==> src/rtl/paf_ram.sv <==
// Generic single-write, single-read synchronous RAM with registered read data.
`default_nettype none
module paf_ram #(
    parameter int WIDTH = 32,
    parameter int DEPTH = 64
) (
    input  wire logic                     i_clk,
    input  wire logic                     i_we,
    input  wire logic [$clog2(DEPTH)-1:0] i_waddr,
    input  wire logic [WIDTH-1:0]         i_wdata,
    input  wire logic [$clog2(DEPTH)-1:0] i_raddr,
    output logic      [WIDTH-1:0]         o_rdata
);
    logic [WIDTH-1:0] r_mem [DEPTH];

    always_ff @(posedge i_clk) begin
        if (i_we) begin
            r_mem[i_waddr] <= i_wdata;
        end
        o_rdata <= r_mem[i_raddr];
    end
endmodule
`default_nettype wire

==> config.mk <==
export PLATFORM = sky130hd
export DESIGN_NAME = paf_ram
export DESIGN_NICKNAME = d
export VERILOG_FILES = /design/src/rtl/paf_ram.sv
export SDC_FILE = /design/constraint.sdc
export NUM_CORES = 2
export LEC_CHECK = 0
export ABC_AREA = 1
export BUFFER_PORTS_ARGS = -buffer_cell sky130_fd_sc_hd__buf_2
export CORE_MARGIN = 8
export CORE_UTILIZATION = 40
export CTS_CLUSTER_DIAMETER = 200
export CTS_CLUSTER_SIZE = 25
export DETAILED_ROUTE_END_ITERATION = 10
export HOLD_SLACK_MARGIN = 0.06
export PLACE_DENSITY = 0.61
export SYNTH_ARGS = -nofsm -noshare
export SYNTH_HDL_FRONTEND = slang
export SYNTH_SLANG_ARGS = --single-unit
==> constraint.sdc <==
create_clock -name i_clk -period 13.82 [get_ports i_clk]
set_input_delay 1.382 -clock i_clk [delete_from_list [all_inputs] [get_ports i_clk]]
set_output_delay 1.382 -clock i_clk [all_outputs]
set_load 0.005 [all_outputs]
# [After elaboration in Yosys (flattened, before gate mapping)]
# Memories as Yosys holds them, arrays and structs flattened. A register that Yosys moved wholly into a read port is not among the register bits.
# Index checks and enable logic that the tools add are counted.
# Widths: inputs -> output; s select.
[word_totals] register_bits=0 latchBits=0 ram_bits=2048 rom_bits=0 inputBits=46 output_inout_bits=32 word_cells=3 memories=1
[memory_table] name="r_mem" words=64 word_bits=32 rd=1 rd_ports_with_merged_regs=1 wr=1 line_no="14" rtl="logic [WIDTH-1:0] r_mem [DEPTH];"
[op_classes] add_sub_neg=0 multipliers=0 div=0 order_cmp=0 n_eq_ne=0 n_shift=0 muxes=2 n_bitwise=0 reduce_logical=0
[ops] cell="$mux 1" n=2

# [Logic depth before layout (Yosys ltp)]
[depth] word_depth=2 mapped_depth=13

# [Worst setup path after synthesis]
# No wires, ideal clock.
[synth_timing] kind="input port to flip-flop" startpoint="input i_we" endpoint="memory r_mem[48][0], enable pin" setup_time_ps=502 t_arrival_ps=5010 required_ps=13318 path_slack_ps=8308 cell_stages=3 path_cell_list="clkbuf_1 nand4_1 nor4_1"
[synth_via] elab_chain_cells=2
[synth_rtl] element="start: declaration" line_no="8" rtl="input wire logic i_we,"
[synth_rtl] element="$mux 1" line_no="17" rtl="if (i_we) begin"
[synth_rtl] element="$mux 1 (implied by the code)" line_no="18" rtl="r_mem[i_waddr] <= i_wdata;"
[synth_rtl] element="end: declaration" line_no="14"
# No other way between the ends.

==> flow_summary.yaml <==
run_status:
  status: "finished, final reports clean"
route:
  vias: 53460
  drtIter0Drc: 7482
  postRouteAntennaNets: 0
  drt_first_pass_iters: 6
  wl_per_cell_um: 25.9
  drc: 0
  wirelength_um: 243000
  via_per_inst: 5.69
pwr:
  clkPwrFrac_pct: 28.7
  comb_power_share_pct: 7.2
  switching_share_pct: 23.2
  p_sw_mw: 2.54
  powerDensity_nw_per_um2: 124
  p_seq_share_pct: 64.0
  power.internal_mw: 8.42
  peakVddDrop_uv: 91.9
  p_leak_nw: 30.2
setup_path:
  critical_path_class: "in -> reg"
  cp.required_ps: 14480
  crit_chain: "buf_8, inv_16, buf_4, buf_4, nand2_1, nand3_1, nand3_1, nand2_1, nand2_1, nand3_1, nand3_1, nand2_1"
  cp-start-kind: "primary input"
  cp_max_fo: 242
  r2r_cells: 8
  cp_slowest_stage_delay_ps: 980
  slowest_stage: "buf_4"
  arrival_ps: 5420
  end_kind: "register"
sta:
  finalCritPeriodShare_pct: 34.4
  holdWs_ps: 792
  drv_slew: 0
  max_freq_ghz: 0.210
  tightest_slew_ps: 1210
  rsz0062_at_grt: "no"
  setup_tns_ps: 0
  slew_headroom_pct: 19.2
  finClkSkew_ps: 32.5
  hold_viol_final: 0
  layout_min_cycle_time_ps: 4760
  report.final.setup_viol: 0
min_path:
  hold_class: "reg -> reg"
  whs_path_depth: 8
grt:
  grt_use_met1_pct: 30.0
  gr-usage-met2_pct: 32.9
  grt-busiest-layer: "met2"
  grt-ovfl-total: 0
  antenna_found_initial: 19
  track_usage_pct: 21.0
  grt_use_met3_pct: 2.67
  grt_max_degree: 243
  grt_pass1_wl_um: 349000
  grt_pass1_vias: 49629
die:
  rows: 167
  io_pins: 78
  initial_core_util_pct: 40.1
  die_area_um2: 222000
  die_h_um: 471
  core_area_um2: 206000
  die_w_um: 471
synthesis:
  yosysTopAreaCell: "edfxtp_1"
  syn-cell-area_um2: 82700
  yosys.area.top_type_share_pct: 74.3
  ys_seq_area_share_pct: 75.1
  avgSynthCellArea_um2: 12.2
  synthCells: 6769
  ys_types: 16
  yosysWarnings: 0
  syn_nets: 6815
  synth.area.top_cells: "edfxtp_1 74%, nand3_1 12%, nand2_1 10%"
  synth-seq-cells: 2080
clock_tree:
  clk_pin_slew_worst_paths_ps: 100
  numCtsBuffers: 93
  cts_setup_buffers: 0
  clock_latency_ps: 750
  postCtsHoldBufs: 0
  cts_sinks: 2080
  htreeDepth: 3
  root_buffer: "clkbuf_16"
  clockBufferDepth: 3
  cts_tree: "built"
  post_cts_resized: 0
cells_and_area:
  drive_above_1_share_pct: 5.81
  multi_input_area_um2: 18800
  area_delta_synth_final_pct: 6.99
  fillCellCount: 18790
  seq_area_um2: 62100
  nNetsFinal: 6684
job:
  maxCapViolations: 0
placed_design:
  dp_hpwl_um: 123000
  gp_congestion: 0.821
  port_buffers: 77
state kept, by name, summed over array words and instances (netlist names):
signal / cells
r_mem: 2048
o_rdata: 32
cells in the mapped netlist, drive strengths merged:
cell       n
buf      372
clkbuf    77
dfxtp     32
edfxtp  2048
inv       12
nand2   2248
nand3   1907
nand4      9
nor2      56
nor4       8
final timing paths:
kind / from / end / slack, ps
max: i_raddr[0] / o_rdata[8] / 9060
min: r_mem[14][30] / o_rdata[30] / 790
max reg2reg: r_mem[33][12] / o_rdata[12] / 11890
min reg2reg: r_mem[14][30] / o_rdata[30] / 790
cell type report:
cell class	count	share of cell area [%]
clock buffer	130	2.81
timing repair buffer	223	1.77
sequential	2080	70.2
clock inverter	2	0.0410
antenna	19	0.0537
tap	2704	3.82
inverter	12	0.0975
multi-input combinational	4228	21.2
worst max-delay path, delay by kind of cell:
family | cells | cell delay [ps]
simple gates | 8 | 1060
buf+inv | 4 | 2650
power by group through the flow:
stage / Clock, mW / Sequential, mW / Combinational [mW]
finish: 3.15 / 7.01 / 0.794
global route: 3.39 / 7.01 / 0.854
CTS: 3.19 / 7.01 / 0.787
detailed placement: 0 / 7.16 / 0.786
global placement: 0 / 7.16 / 0.778
floorplan: 0 / 7.13 / 0.429
through the flow:
stage	cell area [um2]	worst slack (ps)	cells	power [mW]	utilization (%)
after floorplan	82700	8310	6769	7.56	-
after global placement	85900	8450	9247	7.93	41.6
after detailed placement	85900	8380	9247	7.94	41.6
after CTS	88500	9150	9379	11.0	42.9
after global routing	88500	8850	9394	11.3	42.9
final	88500	9060	9398	11.0	42.9
layer usage:
metal,up-vias,part of all wire (%)
met2,2722,46
met4,8,4.2
met5,-,0.022
li1,23720,-
met3,349,9.0
met1,26661,41
kinds of logic (layout without fill, tap and decap cells):
| family | count (synthesis) | count (layout) | share of synthesized area, % |
|---|---|---|---|
| other | 0 | 19 | 0 |
| AND/OR/NAND/NOR | 4228 | 4228 | 22.1 |
| flip-flops | 2080 | 2080 | 75.1 |
| buffers and inverters | 461 | 367 | 2.78 |
placed cells by master (no fill, tap or decap):
master,netlist,routed
nand3_1,1907,1907
clkinv_8,0,2
inv_1,9,7
inv_6,0,1
diode_2,0,19
dfxtp_1,32,32
inv_16,0,2
buf_8,2,3
buf_2,282,72
buf_6,3,1
nand4_1,9,9
nand2_1,2248,2248
buf_12,0,4
nor4_2,0,8
clkbuf_1,77,36
inv_2,2,1
inv_8,0,1
buf_4,45,143
nor2_4,0,56
clkbuf_16,0,94
edfxtp_1,2048,2048
Power figures use the tool's default switching activity.
