==> config.mk <==
export PLATFORM = sky130hd
export DESIGN_NAME = paf_cand
export DESIGN_NICKNAME = d
export VERILOG_FILES = /design/src/rtl/paf_pkg.sv /design/src/rtl/paf_cand.sv
export SDC_FILE = /design/constraint.sdc
export NUM_CORES = 1
export LEC_CHECK = 0
export ABC_AREA = 0
export BUFFER_PORTS_ARGS = -buffer_cell sky130_fd_sc_hd__buf_4
export CORE_MARGIN = 2
export CORE_UTILIZATION = 55
export DETAILED_ROUTE_END_ITERATION = 7
export GPL_TIMING_DRIVEN = 0
export PLACE_DENSITY = 0.81
export SLEW_MARGIN = 20
export SYNTH_ARGS = -nofsm -noshare
export SYNTH_HDL_FRONTEND = slang
export SYNTH_SLANG_ARGS = --single-unit
==> constraint.sdc <==
create_clock -name i_clk -period 7.8 [get_ports i_clk]
set_clock_uncertainty 0.15 [all_clocks]
set_input_delay 0.78 -clock i_clk [delete_from_list [all_inputs] [get_ports i_clk]]
set_output_delay 0.78 -clock i_clk [all_outputs]
set_load 0.01 [all_outputs]
==> src/rtl/paf_pkg.sv <==
// Shared types, constants and helpers for the Pareto archive filter.
`default_nettype none
package paf_pkg;

    localparam int ARCH_CAP = 64;
    localparam int MAX_MET  = 16;
    localparam int ENTRY_W  = $clog2(ARCH_CAP);
    localparam int MET_W    = $clog2(MAX_MET);
    localparam int CNT_W    = ENTRY_W + 1;
    localparam int MPOS_W   = MET_W + 1;
    localparam int MADDR_W  = ENTRY_W + MET_W;
    localparam int SEEN_W   = 20;
    localparam int DATA_W   = 32;
    localparam int MC_W     = 5;
    localparam int PADDR_W  = 3;

    localparam logic [SEEN_W-1:0] SEEN_MAX = '1;

    localparam logic [2:0] V_REPLACED = 3'd0;
    localparam logic [2:0] V_APPENDED = 3'd1;
    localparam logic [2:0] V_DISCARD  = 3'd2;
    localparam logic [2:0] V_DROPPED  = 3'd3;
    localparam logic [2:0] V_READ_OK  = 3'd4;
    localparam logic [2:0] V_READ_BAD = 3'd5;

    localparam logic REG_METRIC_COUNT = 1'b0;
    localparam logic REG_CAND_LIMIT   = 1'b1;

    localparam logic CMD_LOAD = 1'b0;
    localparam logic CMD_READ = 1'b1;

    typedef struct packed {
        logic               command;
        logic signed [31:0] metric_value;
        logic               last_value;
        logic [31:0]        candidate_tag;
        logic [5:0]         entry_index;
        logic [3:0]         metric_sel;
    } t_in;

    typedef struct packed {
        logic [2:0]         verdict;
        logic [6:0]         entry_count;
        logic [5:0]         removed_count;
        logic               finished;
        logic signed [31:0] read_value;
        logic [31:0]        read_tag;
    } t_out;

    typedef struct packed {
        logic             wr;
        logic             clr;
        logic [MET_W-1:0] wr_idx;
        logic [MET_W-1:0] rd_idx;
    } t_cand_ctl;

    // Clamp the configured metric count into 1 .. MAX_MET.
    function automatic logic [MPOS_W-1:0] used_metrics(input logic [MC_W-1:0] mc);
        logic [MPOS_W-1:0] res;
        if (mc == '0) begin
            res = MPOS_W'(1);
        end else if (32'(mc) > MAX_MET) begin
            res = MPOS_W'(MAX_MET);
        end else begin
            res = MPOS_W'(mc);
        end
        return res;
    endfunction

endpackage
`default_nettype wire

==> src/rtl/paf_cand.sv <==
// Candidate buffer: metric values of the candidate being loaded, unloaded slots read as zero.
`default_nettype none
module paf_cand (
    input  wire logic                    i_clk,
    input  wire logic                    i_rst_n,
    input  wire paf_pkg::t_cand_ctl      i_ctl,
    input  wire logic [paf_pkg::DATA_W-1:0] i_wdata,
    output logic      [paf_pkg::DATA_W-1:0] o_rdata
);
    logic [paf_pkg::DATA_W-1:0]  r_data [paf_pkg::MAX_MET];
    logic [paf_pkg::MAX_MET-1:0] r_vld;

    always_ff @(posedge i_clk) begin
        if (!i_rst_n) begin
            r_vld <= '0;
        end else if (i_ctl.clr) begin
            r_vld <= '0;
        end else if (i_ctl.wr) begin
            r_vld[i_ctl.wr_idx] <= 1'b1;
        end
        if (i_ctl.wr) begin
            r_data[i_ctl.wr_idx] <= i_wdata;
        end
    end

    // drop stale values: a slot not loaded since the last clear reads as zero
    assign o_rdata = r_vld[i_ctl.rd_idx] ? r_data[i_ctl.rd_idx] : '0;
endmodule
`default_nettype wire

== Word level (Yosys, flattened, before mapping) ==
Memory sizes are Yosys's and may differ from the RTL's.
Index checks and enable logic that the tools add are counted.
Widths: inputs -> output; s select.
Word-level totals
  flip-flop bits (word level): 16
  RAM bits: 512
  input port bits: 44
  output and inout bits: 32
  logic and storage cells: 16
  memories: 1
Memories
  r_data: words 16, bits a word 32, read ports 1, clocked after memory_dff 0, write ports 1, RTL line paf_cand.sv:10  | logic [paf_pkg::DATA_W-1:0] r_data [paf_pkg::MAX_MET];
Operators by class
  magnitude comparators: 3
  muxes and demuxes: 7
  bitwise gates (word level): 2
  reductions and logical operators: 2
Operators with widths (count)
  $mux 32: 1
  $or 16x16->16: 1
  $lt 4x5->1 const B: 2
  $bmux 1 s4: 1
  $demux 1 s4: 1
  $ge 4x1->1 const B: 1
  $mux 1: 4
  $reduce_or 2->1: 1
  $logic_and 1x1->1: 1
  $not 1->1: 1

== Longest topological paths before layout ==
  depth after elaboration: 5
  gate-level depth with buffers: 6

== Worst setup path after synthesis ==
OpenSTA, ideal clock, no wires.
  path type: in2reg
  start point: in i_ctl[6] in the netlist's numbering
  end point: mem r_data[0][0] in the netlist's numbering (enable)
  library setup time: 464 ps
  data arrival time: 3549 ps
  required time: 7186 ps
  setup slack: 3637 ps
  stages: 2
  cell sequence: or3b_2 > nor3_1
RTL lines
  from (decl): RTL line paf_cand.sv:6  | input wire paf_pkg::t_cand_ctl i_ctl,
  to (decl): RTL line paf_cand.sv:10
Straight into the memory's write port.

== Worst setup path in the final report ==
  start point: in i_ctl[2] in the netlist's numbering
  end point: out o_rdata[6] in the netlist's numbering
Between the ends
  cells in the longest elaborated chain, start to end: 3
  elaborated cells on any way between the ends: 4
Ends and longest elaborated chain
  $bmux 1 s4: RTL line paf_cand.sv:27  | assign o_rdata = r_vld[i_ctl.rd_idx] ? r_data[i_ctl.rd_idx] : '0;
  $mux 1 (not written as such): RTL line paf_cand.sv:27
  $mux 32 (*): RTL line paf_cand.sv:27
  to (decl): RTL line paf_cand.sv:8  | output logic [paf_pkg::DATA_W-1:0] o_rdata
Every way passes the cells marked *; elsewhere a longest branch is shown, timed or not. The select of a mux whose other input is x is not followed.

==> reports/metrics.csv <==
stage,metric,value,unit
global_route,largest net degree at the start of global routing,21,
routing,"antenna viol nets, final",0,
place,HPWL after DPL,27.7,mm
pwr,Pleak,7.36,nW
cts,post-CTS setup buffer count,0,
timing,relative slew slack,36.0,%
timing,post-route clock period utilization,47.9,%
pwr,pwr dens,246,nW/um2
die,die footprint,37900,um2
timing,# setup viols final,0,
cts,Skew-Pair Late Insertion Delay,0.56,ns
setup_path,"Slowest-stage cell, CP",clkbuf_1,
timing,Hold Slack,0.314,ns
layout,n_diodes,0,
layout,layout cell share with drive strength beyond 1,35.1,%
synthesis,sequential area share after synthesis,78.5,%
global_route,initial antenna violation count,0,
synthesis,Avg Inst Size Synth,23.4,um2
synthesis,"EDFF count, synth",512,
synthesis,synthesized netlist cell count,853,
synthesis,Synth area leaders,"edfxtp_1 (77%), mux4_2 (15%), a22oi_1 (2.4%)",
cts,CTS sink count,528,
place,Final Wtd Congestion,0.718,
pwr,worst vdd ir,168,uV
place,IO buf count,73,
layout,final net count,1055,
timing,Setup TNS,0,ns
cts,Post-CTS Resized,0,
global_route,GR Overflow Total,0,
setup_path,Worst EP arrival,2.81,ns
synthesis,area share of the largest cell type after synthesis,76.9,%
setup_path,critical path peak fanout,10,
die,Die Y,195,um
synthesis,number of synthesized register bits,528,
cts,root buffer cell,clkbuf_16,
setup_path,Setup crit start kind,input pin,
layout,synthesis-to-finish area growth,16.2,%
global_route,vias in the first global route,10529,
setup_path,R2R Setup Slk,7.03,ns
cts,Num CTS Buffers,51,
synthesis,Post-synth top cells,"edfxtp_1 (512), mux4_2 (132), a22oi_1 (64), a21oi_2 (20), clkbuf_1 (17)",
synthesis,Syn Nets,897,
cts,CTS tree,yes,
die,io pins,76,
synthesis,Cell variety after synth,24,
timing,f_max,0.268,GHz
global_route,gr usage total,23.9,%
routing,drt wl/cell,29.3,um
timing,max-slew violation count,0,
routing,Routed WL,44.2,mm
layout,Finished Layout Cells,1507,
timing,slew of the pin with the lowest slew margin,0.955,ns
place,Inst Count DP,1419,
setup_path,crit path cell chain,buf_6 -> buf_2 -> clkbuf_1 -> mux4_2 -> a22oi_1 -> a21oi_2 -> buf_4,
synthesis,dominant synthesized flop cell,edfxtp_1,
timing,Final Hold Fails,0,
die,Horiz. Die Dim,195,um
routing,drt drc,0,
synthesis,"area leader, netlist",edfxtp_1,
setup_path,"Largest stage delay, worst path",0.66,ns
layout,Post-Route Utilization,65.1,%
die,Starting Density,56.1,%
routing,vias per cell,6.52,
setup_path,Critical Path RT,6.87,ns
synthesis,post-synthesis async set-or-reset flop share,0,%
timing,RSZ-0062 raised after global routing,false,
min_path,worst hold path class,reg2reg,
outcome,status,"finished, final reports clean",
setup_path,crit path kind,in2out,
routing,DRT Pass-1 Iters,7,
die,CORE AREA,35700,um2
flow_run,max-cap violations,0,
routing,Initial DRC Count,1134,
global_route,global-route wire length before repair,66.0,mm
synthesis,Synth Cell Area,20000,um2
die,number of core rows,69,
routing,vias,9819,
synthesis,YS warnings,0,
setup_path,Critical Path Sink Type,primary output,
synthesis,cell with the most instances after synthesis,edfxtp_1,
cts,htree depth,2,
cts,"CTS clk-pin slew, worst paths",0.06,ns
pwr,power after layout,5.71,mW
cts,clk buf depth,3,
timing,Period minus WS final,3.74,ns
cts,hold bufs inserted after CTS,0,
[cell type report]
type | instances | area [um2]
Buffer | 50 | 318
Clock buffer | 70 | 1370
Clock inverter | 18 | 120
Fill cell | 2213 | 12400
Multi-Input combinational cell | 275 | 4100
Sequential cell | 528 | 15700
Tap cell | 461 | 577
Timing Repair Buffer | 105 | 1050
[critical path, delay by kind of cell]
kind	cells	cell delay, ns
AOI/OAI and AO/OA	2	0.32
buffers and inverters	4	1.26
muxes	1	0.43
[per-layer routing]
layer | vias up | global-route usage (%) | routed length [um]
met3 | 89 | 4.39 | 4020
met2 | 559 | 39.0 | 22000
li1 | 3986 | - | -
met5 | - | 0 | 0
met4 | 0 | 7.29 | 1050
met1 | 5185 | 33.6 | 17100
[through the flow]
stage | area [um2] | setup WS (ns)
floorplan | 20000 | 3.64
global placement | 21100 | 1.21
detailed placement | 21700 | 4.15
CTS | 23200 | 4.09
global route | 23200 | 4.01
finish | 23200 | 4.06
[final timing paths]
check	depth (start not counted)	endpoint	start
setup / recovery	7	o_rdata[6]	i_ctl[2]
hold / removal	1	r_vld[13]$_SDFFE_PP0P_	r_vld[13]$_SDFFE_PP0P_
setup reg to reg	1	r_vld[8]$_SDFFE_PP0P_	r_vld[8]$_SDFFE_PP0P_
hold reg to reg	1	r_vld[13]$_SDFFE_PP0P_	r_vld[13]$_SDFFE_PP0P_
[power breakdown]
group | total, mW | internal (mW) | switching, mW | leakage (nW)
Sequential | 3.18 | 3.17 | 0.0139 | 4.75
Clock | 2.23 | 1.25 | 0.981 | 0.719
Combinational | 0.292 | 0.122 | 0.170 | 1.88
[cells by family after synthesis]
family	synth area share (%)
AOI/OAI and AO/OA	4.27
buffers and inverters	1.59
DFF	78.5
muxes	14.9
and+or+nand+nor	0.795
[flip-flops by register name, indices dropped and copies added (netlist names)]
signal	cells
r_data	512
r_vld	16
[cells in the final DEF, fill, tap and decap left out, types with 2 or more instances in the layout]
| master | n |
|---|---|
| edfxtp_1 | 512 |
| mux4_2 | 132 |
| buf_4 | 97 |
| a22oi_1 | 64 |
| clkbuf_16 | 52 |
| clkbuf_1 | 35 |
| a21oi_2 | 20 |
| o21a_1 | 16 |
| dfxtp_1 | 16 |
| buf_2 | 14 |
| a21oi_1 | 12 |
| nor2_4 | 12 |
| clkinv_1 | 10 |
| buf_16 | 10 |
| buf_6 | 9 |
| buf_12 | 5 |
| nor3_2 | 4 |
| clkinv_2 | 4 |
| nor2b_1 | 3 |
| a22o_1 | 2 |
| buf_8 | 2 |
| nand3b_1 | 2 |
| nand2b_1 | 2 |
Note: power is estimated with default switching activity, not from simulation.
